## config.mk

```make
export PLATFORM = sky130hd
export DESIGN_NAME = delayed_message_queue_dedup
export DESIGN_NICKNAME = d
export VERILOG_FILES = /design/src/rtl/dmq_pkg.sv /design/src/rtl/delayed_message_queue_dedup.sv
export VERILOG_INCLUDE_DIRS = /design/src /design/src/rtl
export SDC_FILE = /design/constraint.sdc
export NUM_CORES = 2
export LEC_CHECK = 0
export BUFFER_PORTS_ARGS = -buffer_cell sky130_fd_sc_hd__buf_4
export CORE_ASPECT_RATIO = 0.6
export CORE_MARGIN = 5
export CORE_UTILIZATION = 25
export DETAILED_ROUTE_END_ITERATION = 16
export HOLD_SLACK_MARGIN = 0.12
export PLACE_DENSITY_LB_ADDON = 0.08
export SETUP_SLACK_MARGIN = 0.1
export SLEW_MARGIN = 20
export SYNTH_ARGS = -nofsm -noshare
export SYNTH_HDL_FRONTEND = slang
export SYNTH_SLANG_ARGS = --single-unit
```

## constraint.sdc

```tcl
create_clock -name i_clk -period 7.9 [get_ports i_clk]
set_input_delay 1.58 -clock i_clk [delete_from_list [all_inputs] [get_ports i_clk]]
set_output_delay 1.58 -clock i_clk [all_outputs]
set_load 0.03 [all_outputs]
```

## src/rtl/delayed_message_queue_dedup_macros.svh

```systemverilog
// Assertion macros for the delayed message queue.
// Included by the top level; no other dependencies.
`ifndef DELAYED_MESSAGE_QUEUE_DEDUP_MACROS_SVH
`define DELAYED_MESSAGE_QUEUE_DEDUP_MACROS_SVH
`ifndef SYNTHESIS
`define DMQ_ASSERT_IMPL(label, clk, rst_n, prop) \
    label: assert property (@(posedge clk) disable iff (!rst_n) prop) \
        else $error("assertion failed");
`define DMQ_ASSERT_RST(label, clk, prop) \
    label: assert property (@(posedge clk) prop) else $error("assertion failed");
`else
`define DMQ_ASSERT_IMPL(label, clk, rst_n, prop)
`define DMQ_ASSERT_RST(label, clk, prop)
`endif
`endif

```

## src/rtl/dmq_pkg.sv

```systemverilog
// Package for the delayed message queue: result kinds, field widths, defaults.
// No dependencies.
`default_nettype none
package dmq_pkg;
    localparam int QueueDepthDefault = 16;
    localparam int MaxResults        = 16;

    typedef enum logic [2:0] {
        KIND_IMMEDIATE = 3'd0,
        KIND_DELAYED   = 3'd1,
        KIND_DUPLICATE = 3'd2,
        KIND_FULL      = 3'd3,
        KIND_STORED    = 3'd4,
        KIND_NONE_DUE  = 3'd5
    } t_kind;

    localparam logic OP_SEND = 1'b0;
    localparam logic OP_TICK = 1'b1;

    // Message body: name, receiver, sender, scope (49 bits)
    typedef struct packed {
        logic [8:0]  scope;
        logic [15:0] sender;
        logic [15:0] receiver;
        logic [7:0]  name;
    } t_msg;
endpackage
`default_nettype wire

```

## src/rtl/delayed_message_queue_dedup.sv

```systemverilog
// Delayed message queue with duplicate suppression, top level.
// Depends on dmq_pkg and delayed_message_queue_dedup_macros.svh.
//
// Usage: one input transaction on the s_axis channel is either a send or a
// tick (tuser = opcode). A send with delay zero yields one immediate result;
// otherwise the table is walked once for a duplicate, then the message is
// stored (due = now + delay, saturating) or refused when full. A tick walks
// the table oldest first, emits every due entry (at most 16 per tick) and
// compacts the survivors in place; with nothing due it emits one "none due"
// result. tlast marks the final result of each input transaction.
// An immediate send shows its result in the cycle after acceptance; any
// other send compares the stored entries in turn, stopping at a duplicate,
// before its result. A tick visits one entry per cycle unless a stalled
// receiver holds it; each delivery is held back in a holding register so
// that tlast can be set on the final one.
// s_axis_tready is low from acceptance until the final result is taken, so a
// new item waits until the last one has fully left. A stalled receiver
// holds the walk at the next due entry. After reset the table is empty and
// the block is ready at once; no clearing pass is needed.
`default_nettype none
`include "delayed_message_queue_dedup_macros.svh"
module delayed_message_queue_dedup #(
    parameter int QUEUE_DEPTH = dmq_pkg::QueueDepthDefault
) (
    input  wire         i_clk,
    input  wire         i_rst_n,
    input  wire         s_axis_tvalid,
    output logic        s_axis_tready,
    // tdata: now[31:0], delay[51:32], name[59:52], receiver_id[75:60],
    //        sender_id[91:76], scope_state[100:92], zero fill [103:101]
    input  wire [103:0] s_axis_tdata,
    // tuser: opcode
    input  wire         s_axis_tuser,
    output logic        m_axis_tvalid,
    input  wire         m_axis_tready,
    // tdata: out_msg_name[7:0], out_receiver_id[23:8], out_sender_id[39:24],
    //        out_scope_state[48:40], zero fill [55:49]
    output logic [55:0] m_axis_tdata,
    // tuser: result_kind
    output logic [2:0]  m_axis_tuser,
    output logic        m_axis_tlast
);
    localparam int IW = $clog2(QUEUE_DEPTH);
    localparam int CW = $clog2(QUEUE_DEPTH + 1);
    localparam int NW = $clog2(dmq_pkg::MaxResults + 1);

    typedef enum logic [2:0] {
        ST_IDLE = 3'b001,
        ST_DUP  = 3'b010,
        ST_TICK = 3'b100
    } t_state;

    t_state r_state, n_state;

    // table storage
    logic [31:0]       r_due [QUEUE_DEPTH];
    dmq_pkg::t_msg     r_msg [QUEUE_DEPTH];
    logic [CW-1:0]     r_count, n_count;

    // registered read port of the table
    logic [31:0]       r_rdue;
    dmq_pkg::t_msg     r_rmsg;

    // item registers
    logic [31:0]       r_now;
    logic [31:0]       r_newdue;
    dmq_pkg::t_msg     r_in;
    logic [CW-1:0]     r_rd, n_rd;
    logic [CW-1:0]     r_wr, n_wr;
    logic [NW-1:0]     r_n, n_n;
    dmq_pkg::t_msg     r_hmsg, n_hmsg;

    // output register
    logic              r_ovalid, n_ovalid;
    dmq_pkg::t_kind    r_okind, n_okind;
    dmq_pkg::t_msg     r_omsg, n_omsg;
    logic              r_olast, n_olast;

    logic [IW-1:0]     w_rd_idx;
    logic [IW-1:0]     w_wi;
    logic [IW-1:0]     w_ci;
    logic              w_more;
    logic              w_match;
    logic              w_due;
    logic              w_out_free;
    logic              w_wr_en;
    logic [IW-1:0]     w_wr_idx;
    logic [31:0]       w_wr_due;
    dmq_pkg::t_msg     w_wr_msg;
    logic [32:0]       w_sum;
    dmq_pkg::t_msg     w_smsg;

    assign w_rd_idx = n_rd[IW-1:0];
    assign w_wi     = r_wr[IW-1:0];
    assign w_ci     = r_count[IW-1:0];
    assign w_more   = (r_rd < r_count);
    // shared compare unit on the entry under the read pointer
    assign w_match    = (r_rmsg == r_in);
    assign w_due      = (r_rdue <= r_now);
    assign w_out_free = !r_ovalid || m_axis_tready;
    assign w_sum  = {1'b0, s_axis_tdata[31:0]} + {13'd0, s_axis_tdata[51:32]};
    assign w_smsg = s_axis_tdata[100:52];

    assign s_axis_tready = (r_state == ST_IDLE) && !r_ovalid;
    assign m_axis_tvalid = r_ovalid;
    assign m_axis_tdata  = {7'd0, r_omsg};
    assign m_axis_tuser  = r_okind;
    assign m_axis_tlast  = r_olast;

    // sequencer
    always_comb begin
        n_state  = r_state;
        n_count  = r_count;
        n_rd     = r_rd;
        n_wr     = r_wr;
        n_n      = r_n;
        n_hmsg   = r_hmsg;
        n_ovalid = r_ovalid && !m_axis_tready;
        n_okind  = r_okind;
        n_omsg   = r_omsg;
        n_olast  = r_olast;
        w_wr_en  = 1'b0;
        w_wr_idx = w_ci;
        w_wr_due = r_newdue;
        w_wr_msg = r_in;
        unique case (r_state)
            ST_IDLE: begin
                if (s_axis_tvalid && s_axis_tready) begin
                    n_rd = '0;
                    n_wr = '0;
                    n_n  = '0;
                    if (s_axis_tuser == dmq_pkg::OP_TICK) begin
                        n_state = ST_TICK;
                    end else if (s_axis_tdata[51:32] == 20'd0) begin
                        n_ovalid = 1'b1;
                        n_okind  = dmq_pkg::KIND_IMMEDIATE;
                        n_omsg   = w_smsg;
                        n_olast  = 1'b1;
                    end else begin
                        n_state = ST_DUP;
                    end
                end
            end
            ST_DUP: begin
                n_omsg  = r_in;
                n_olast = 1'b1;
                if (w_more && w_match) begin
                    n_ovalid = 1'b1;
                    n_okind  = dmq_pkg::KIND_DUPLICATE;
                    n_state  = ST_IDLE;
                end else if (w_more) begin
                    n_rd = r_rd + 1'b1;
                end else if (r_count == CW'(QUEUE_DEPTH)) begin
                    n_ovalid = 1'b1;
                    n_okind  = dmq_pkg::KIND_FULL;
                    n_state  = ST_IDLE;
                end else begin
                    w_wr_en  = 1'b1;
                    n_count  = r_count + 1'b1;
                    n_ovalid = 1'b1;
                    n_okind  = dmq_pkg::KIND_STORED;
                    n_state  = ST_IDLE;
                end
            end
            ST_TICK: begin
                // walk: hold each due entry, release the previous one, compact the rest
                if (w_more) begin
                    if (w_due && r_n != NW'(dmq_pkg::MaxResults)) begin
                        if (r_n == '0 || w_out_free) begin
                            if (r_n != '0) begin
                                n_ovalid = 1'b1;
                                n_okind  = dmq_pkg::KIND_DELAYED;
                                n_omsg   = r_hmsg;
                                n_olast  = 1'b0;
                            end
                            n_hmsg = r_rmsg;
                            n_n    = r_n + 1'b1;
                            n_rd   = r_rd + 1'b1;
                        end
                    end else begin
                        w_wr_en  = 1'b1;
                        w_wr_idx = w_wi;
                        w_wr_due = r_rdue;
                        w_wr_msg = r_rmsg;
                        n_wr     = r_wr + 1'b1;
                        n_rd     = r_rd + 1'b1;
                    end
                end else if (w_out_free) begin
                    // release the held delivery as the final one, or report none due
                    n_count  = r_wr;
                    n_state  = ST_IDLE;
                    n_ovalid = 1'b1;
                    n_olast  = 1'b1;
                    if (r_n == '0) begin
                        n_okind = dmq_pkg::KIND_NONE_DUE;
                        n_omsg  = '0;
                    end else begin
                        n_okind = dmq_pkg::KIND_DELAYED;
                        n_omsg  = r_hmsg;
                    end
                end
            end
            default: n_state = ST_IDLE;
        endcase
    end

    // control registers
    always_ff @(posedge i_clk) begin
        if (!i_rst_n) begin
            r_state  <= ST_IDLE;
            r_count  <= '0;
            r_ovalid <= 1'b0;
            r_rd     <= '0;
            r_wr     <= '0;
            r_n      <= '0;
        end else begin
            r_state  <= n_state;
            r_count  <= n_count;
            r_ovalid <= n_ovalid;
            r_rd     <= n_rd;
            r_wr     <= n_wr;
            r_n      <= n_n;
        end
    end

    // payload registers, table reads and table writes
    always_ff @(posedge i_clk) begin
        r_okind <= n_okind;
        r_omsg  <= n_omsg;
        r_olast <= n_olast;
        r_hmsg  <= n_hmsg;
        r_rdue  <= r_due[w_rd_idx];
        r_rmsg  <= r_msg[w_rd_idx];
        if (s_axis_tvalid && s_axis_tready) begin
            r_now    <= s_axis_tdata[31:0];
            r_in     <= w_smsg;
            r_newdue <= w_sum[32] ? 32'hFFFF_FFFF : w_sum[31:0];
        end
        if (w_wr_en) begin
            r_due[w_wr_idx] <= w_wr_due;
            r_msg[w_wr_idx] <= w_wr_msg;
        end
    end

    `DMQ_ASSERT_IMPL(a_count_bound, i_clk, i_rst_n, r_count <= CW'(QUEUE_DEPTH))
    `DMQ_ASSERT_IMPL(a_wr_behind_rd, i_clk, i_rst_n, r_wr <= r_rd)
    `DMQ_ASSERT_IMPL(a_busy_not_ready, i_clk, i_rst_n,
        (r_state != ST_IDLE) |-> !s_axis_tready)
    `DMQ_ASSERT_IMPL(a_send_store, i_clk, i_rst_n,
        (r_state == ST_DUP && !w_more
         && r_count != CW'(QUEUE_DEPTH)) |=> (r_count == $past(r_count) + 1'b1))
    `DMQ_ASSERT_IMPL(a_out_hold, i_clk, i_rst_n,
        (m_axis_tvalid && !m_axis_tready) |=> (m_axis_tvalid
         && $stable(m_axis_tdata) && $stable(m_axis_tlast)))
    `DMQ_ASSERT_RST(a_reset_empty, i_clk, !$past(i_rst_n) |-> (r_count == '0))
endmodule
`default_nettype wire
```

==> impl_metrics.py <==
metrics = {
    "outcome": {
        "status": "finished clean",
    },
    "setup_path": {
        "arrival_ns": 6.44,
        "critPathKind": "register to register",
        "crit_path_start_kind": "register",
        "crit_fanout": 42,
        "cp-end-kind": "register",
        "required_ns": 8.31,
        "rrSetupSlack_ns": 1.87,
    },
    "floorplanning": {
        "die-area_um2": 269000,
        "fp-row-count": 144,
        "coreArea_um2": 257000,
        "ioPinCount": 171,
        "dieWidth_um": 666,
        "initial_utilization": 0.251,
        "dieHeight_um": 403,
    },
    "synth": {
        "synth_seq_cells": 1616,
        "netlist_area_um2": 64500,
        "synth_area_leaders": "edfxtp_1 70%, mux4_2 5.6%, mux2i_1 5.1%",
        "syn_inst": 3719,
        "syn_avg_cell_area_um2": 17.3,
        "synth-edff-count": 1511,
        "synth_top_area_frac": 0.704,
        "async_reset_ff_frac": 0,
        "ys_seq_area_frac": 0.736,
        "yosys_warnings": 0,
        "synth_top_area_cell": "edfxtp_1",
        "synth-main-ff-cell": "edfxtp_1",
        "synth_cell_types": 73,
    },
    "cts": {
        "clock-root-buffer": "clkbuf_16",
        "cts_tree": "built",
        "clock-sinks": 1616,
        "postCtsSetupBuffers": 0,
        "cts_hold_buf": 0,
        "cts_resized": 0,
        "clock_path_buffers": 4,
        "clkLatencyLatePin_ns": 0.83,
        "cts.clk_slew.worst_paths_ns": 0.06,
        "htreeDepth": 4,
        "cts_buffers": 179,
    },
    "place": {
        "routabilityCongestion": 0.713,
        "post-place-ws_ns": 1.86,
        "placed_cell_area_um2": 70200,
        "port_buffers": 160,
        "dp_hpwl_um": 112000,
        "dp_cells": 7219,
    },
    "run": {
        "drv_cap": 0,
    },
    "grt": {
        "grt-ovfl-total": 0,
        "grt_pass1_wl_um": 279000,
        "antenna_found_initial": 9,
        "grt_max_degree": 132,
        "first_global_vias": 34700,
        "grt.total_usage": 0.145,
    },
    "sta": {
        "min_period_over_period": 0.764,
        "clock_skew_ns": 0.0459,
        "finalHoldViolations": 0,
        "rsz0062_at_grt": "false",
        "postLayoutSetupSlackWorst_ns": 1.87,
        "slew_headroom": 0.268,
        "final_max_slew_viol_count": 0,
        "timing.hold.ws_ns": 0.476,
        "worst_pin_slew_ns": 1.10,
        "setup_viol": 0,
        "fmaxAchievable_ghz": 0.166,
        "finalCriticalPeriod_ns": 6.03,
        "setup_tns_ns": 0,
    },
    "drt": {
        "drtIter0Drc": 2480,
        "vias_per_cell": 4.49,
        "vias": 33800,
        "routed_wl_um": 200000,
        "drc": 0,
        "ant_nets": 0,
        "drtPass1Iterations": 5,
        "wl_per_cell_um": 26.5,
    },
    "power_and_ir_drop": {
        "combPwrFrac": 0.094,
        "p_switching_mw": 5.17,
        "p_leak_nw": 27.1,
        "peakVddDrop_mv": 0.148,
        "switching_share": 0.246,
        "intPower_mw": 15.8,
        "pwr-share-seq": 0.502,
        "fin_total_pwr_mw": 21.0,
        "power_density_nw_per_um2": 276,
        "clockPowerShare": 0.404,
    },
    "worst_hold_path": {
        "min_path_type": "register to register",
    },
    "cells_and_area": {
        "final_cell_count_no_fill": 7541,
        "area_delta_synth_final_pct": 17.8,
        "final_util": 0.296,
        "final_area_um2": 76000,
        "num-nets-final": 4141,
        "drive_above_1_share": 0.211,
    },
}
[power groups by stage]
stage               clock, mW  sequential (mW)  combinational, mW
CTS                      8.78             10.6               2.02
floorplan                   0             10.7               1.02
finish                   8.47             10.5               1.98
detailed placement          0             10.7               2.01
global route             9.14             10.6               2.17
global placement            0             10.7               2.00
[cells in the mapped netlist, types with 49 or more instances]
cell type	n
nor2_1	52
mux4_2	160
a21oi_1	202
nor3_2	80
o22ai_1	81
ha_1	62
a222oi_1	49
mux2i_1	331
mux2_2	85
clkbuf_1	65
inv_1	105
xor2_1	59
nand2_1	390
dfxtp_1	105
edfxtp_1	1511
[cells in the final DEF (no fill, tap or decap), types with 80 or more instances in the layout]
cell          n
edfxtp_1   1511
nand2_1     387
mux2i_1     331
buf_4       212
a21oi_1     202
clkbuf_16   183
mux4_2      160
dfxtp_1     105
inv_1       104
mux2_2       85
o22ai_1      81
nor3_2       80
[final timing paths]
check | start | endpoint | cells past startpoint
min reg2reg | r_rmsg[15]$_DFF_P_ | r_hmsg[15]$_DFFE_PP_ | 0
max reg2reg | r_rdue[29]$_DFF_P_ | r_msg[3][16]$_DFFE_PP_ | 13
max | r_rdue[29]$_DFF_P_ | r_msg[3][16]$_DFFE_PP_ | 13
min | r_rmsg[15]$_DFF_P_ | r_hmsg[15]$_DFFE_PP_ | 0
[layout make-up]
type,count,area (um2)
fillers,25300,181000
well taps,3431,4290
diodes,1,2.50
flip-flops and latches,1616,47500
repair buffers,248,2320
inverters,105,399
multi-input cells,1819,15700
clock inverters,66,761
clock buffers,255,5080
[layer usage]
| layer | wire [um] | part of all wire | GRT usage |
|---|---|---|---|
| met1 | 99000 | 0.50 | 0.216 |
| met4 | 4920 | 0.025 | 0.0360 |
| met2 | 88200 | 0.44 | 0.222 |
| met5 | 0 | 0 | 0 |
| met3 | 7400 | 0.037 | 0.0221 |
[worst max-delay path, stage by stage, from the launching register on]
cell and delay (ns):
dfxtp_1 0.39, ha_1 0.34, nand4_1 0.23, nor3_1 0.77
nand2_1 0.10, nor3_1 0.69, nor2_1 0.14, a21oi_1 0.44
nor2_4 0.04, buf_4 0.30, nor3_1 0.21, a31oi_1 0.20
nor2_4 0.69, buf_4 0.94
[logic make-up after synthesis]
| kind of cell | after synthesis | synth area share |
|---|---|---|
| compound gates | 442 | 0.0433 |
| xor+xnor | 71 | 0.00964 |
| other cells | 1 | 0.0000581 |
| mux | 578 | 0.122 |
| flops | 1616 | 0.736 |
| buf+inv | 290 | 0.0248 |
| fa+ha+maj | 63 | 0.0123 |
| simple gates | 658 | 0.0513 |
[sequential cells by signal, indices dropped and copies added (netlist names)]
| name | count |
|---|---|
| r_rd | 5 |
| m_axis_tlast | 1 |
| r_due | 512 |
| m_axis_tdata | 49 |
| r_wr | 5 |
| r_rdue | 32 |
| r_rmsg | 49 |
| r_count | 5 |
| m_axis_tuser | 3 |
| r_now | 32 |
| r_msg | 784 |
| r_n | 5 |
| r_state | 3 |
| m_axis_tvalid | 1 |
| r_newdue | 32 |
| r_hmsg | 49 |
| r_in | 49 |
Note: power is estimated with default switching activity, not from simulation.
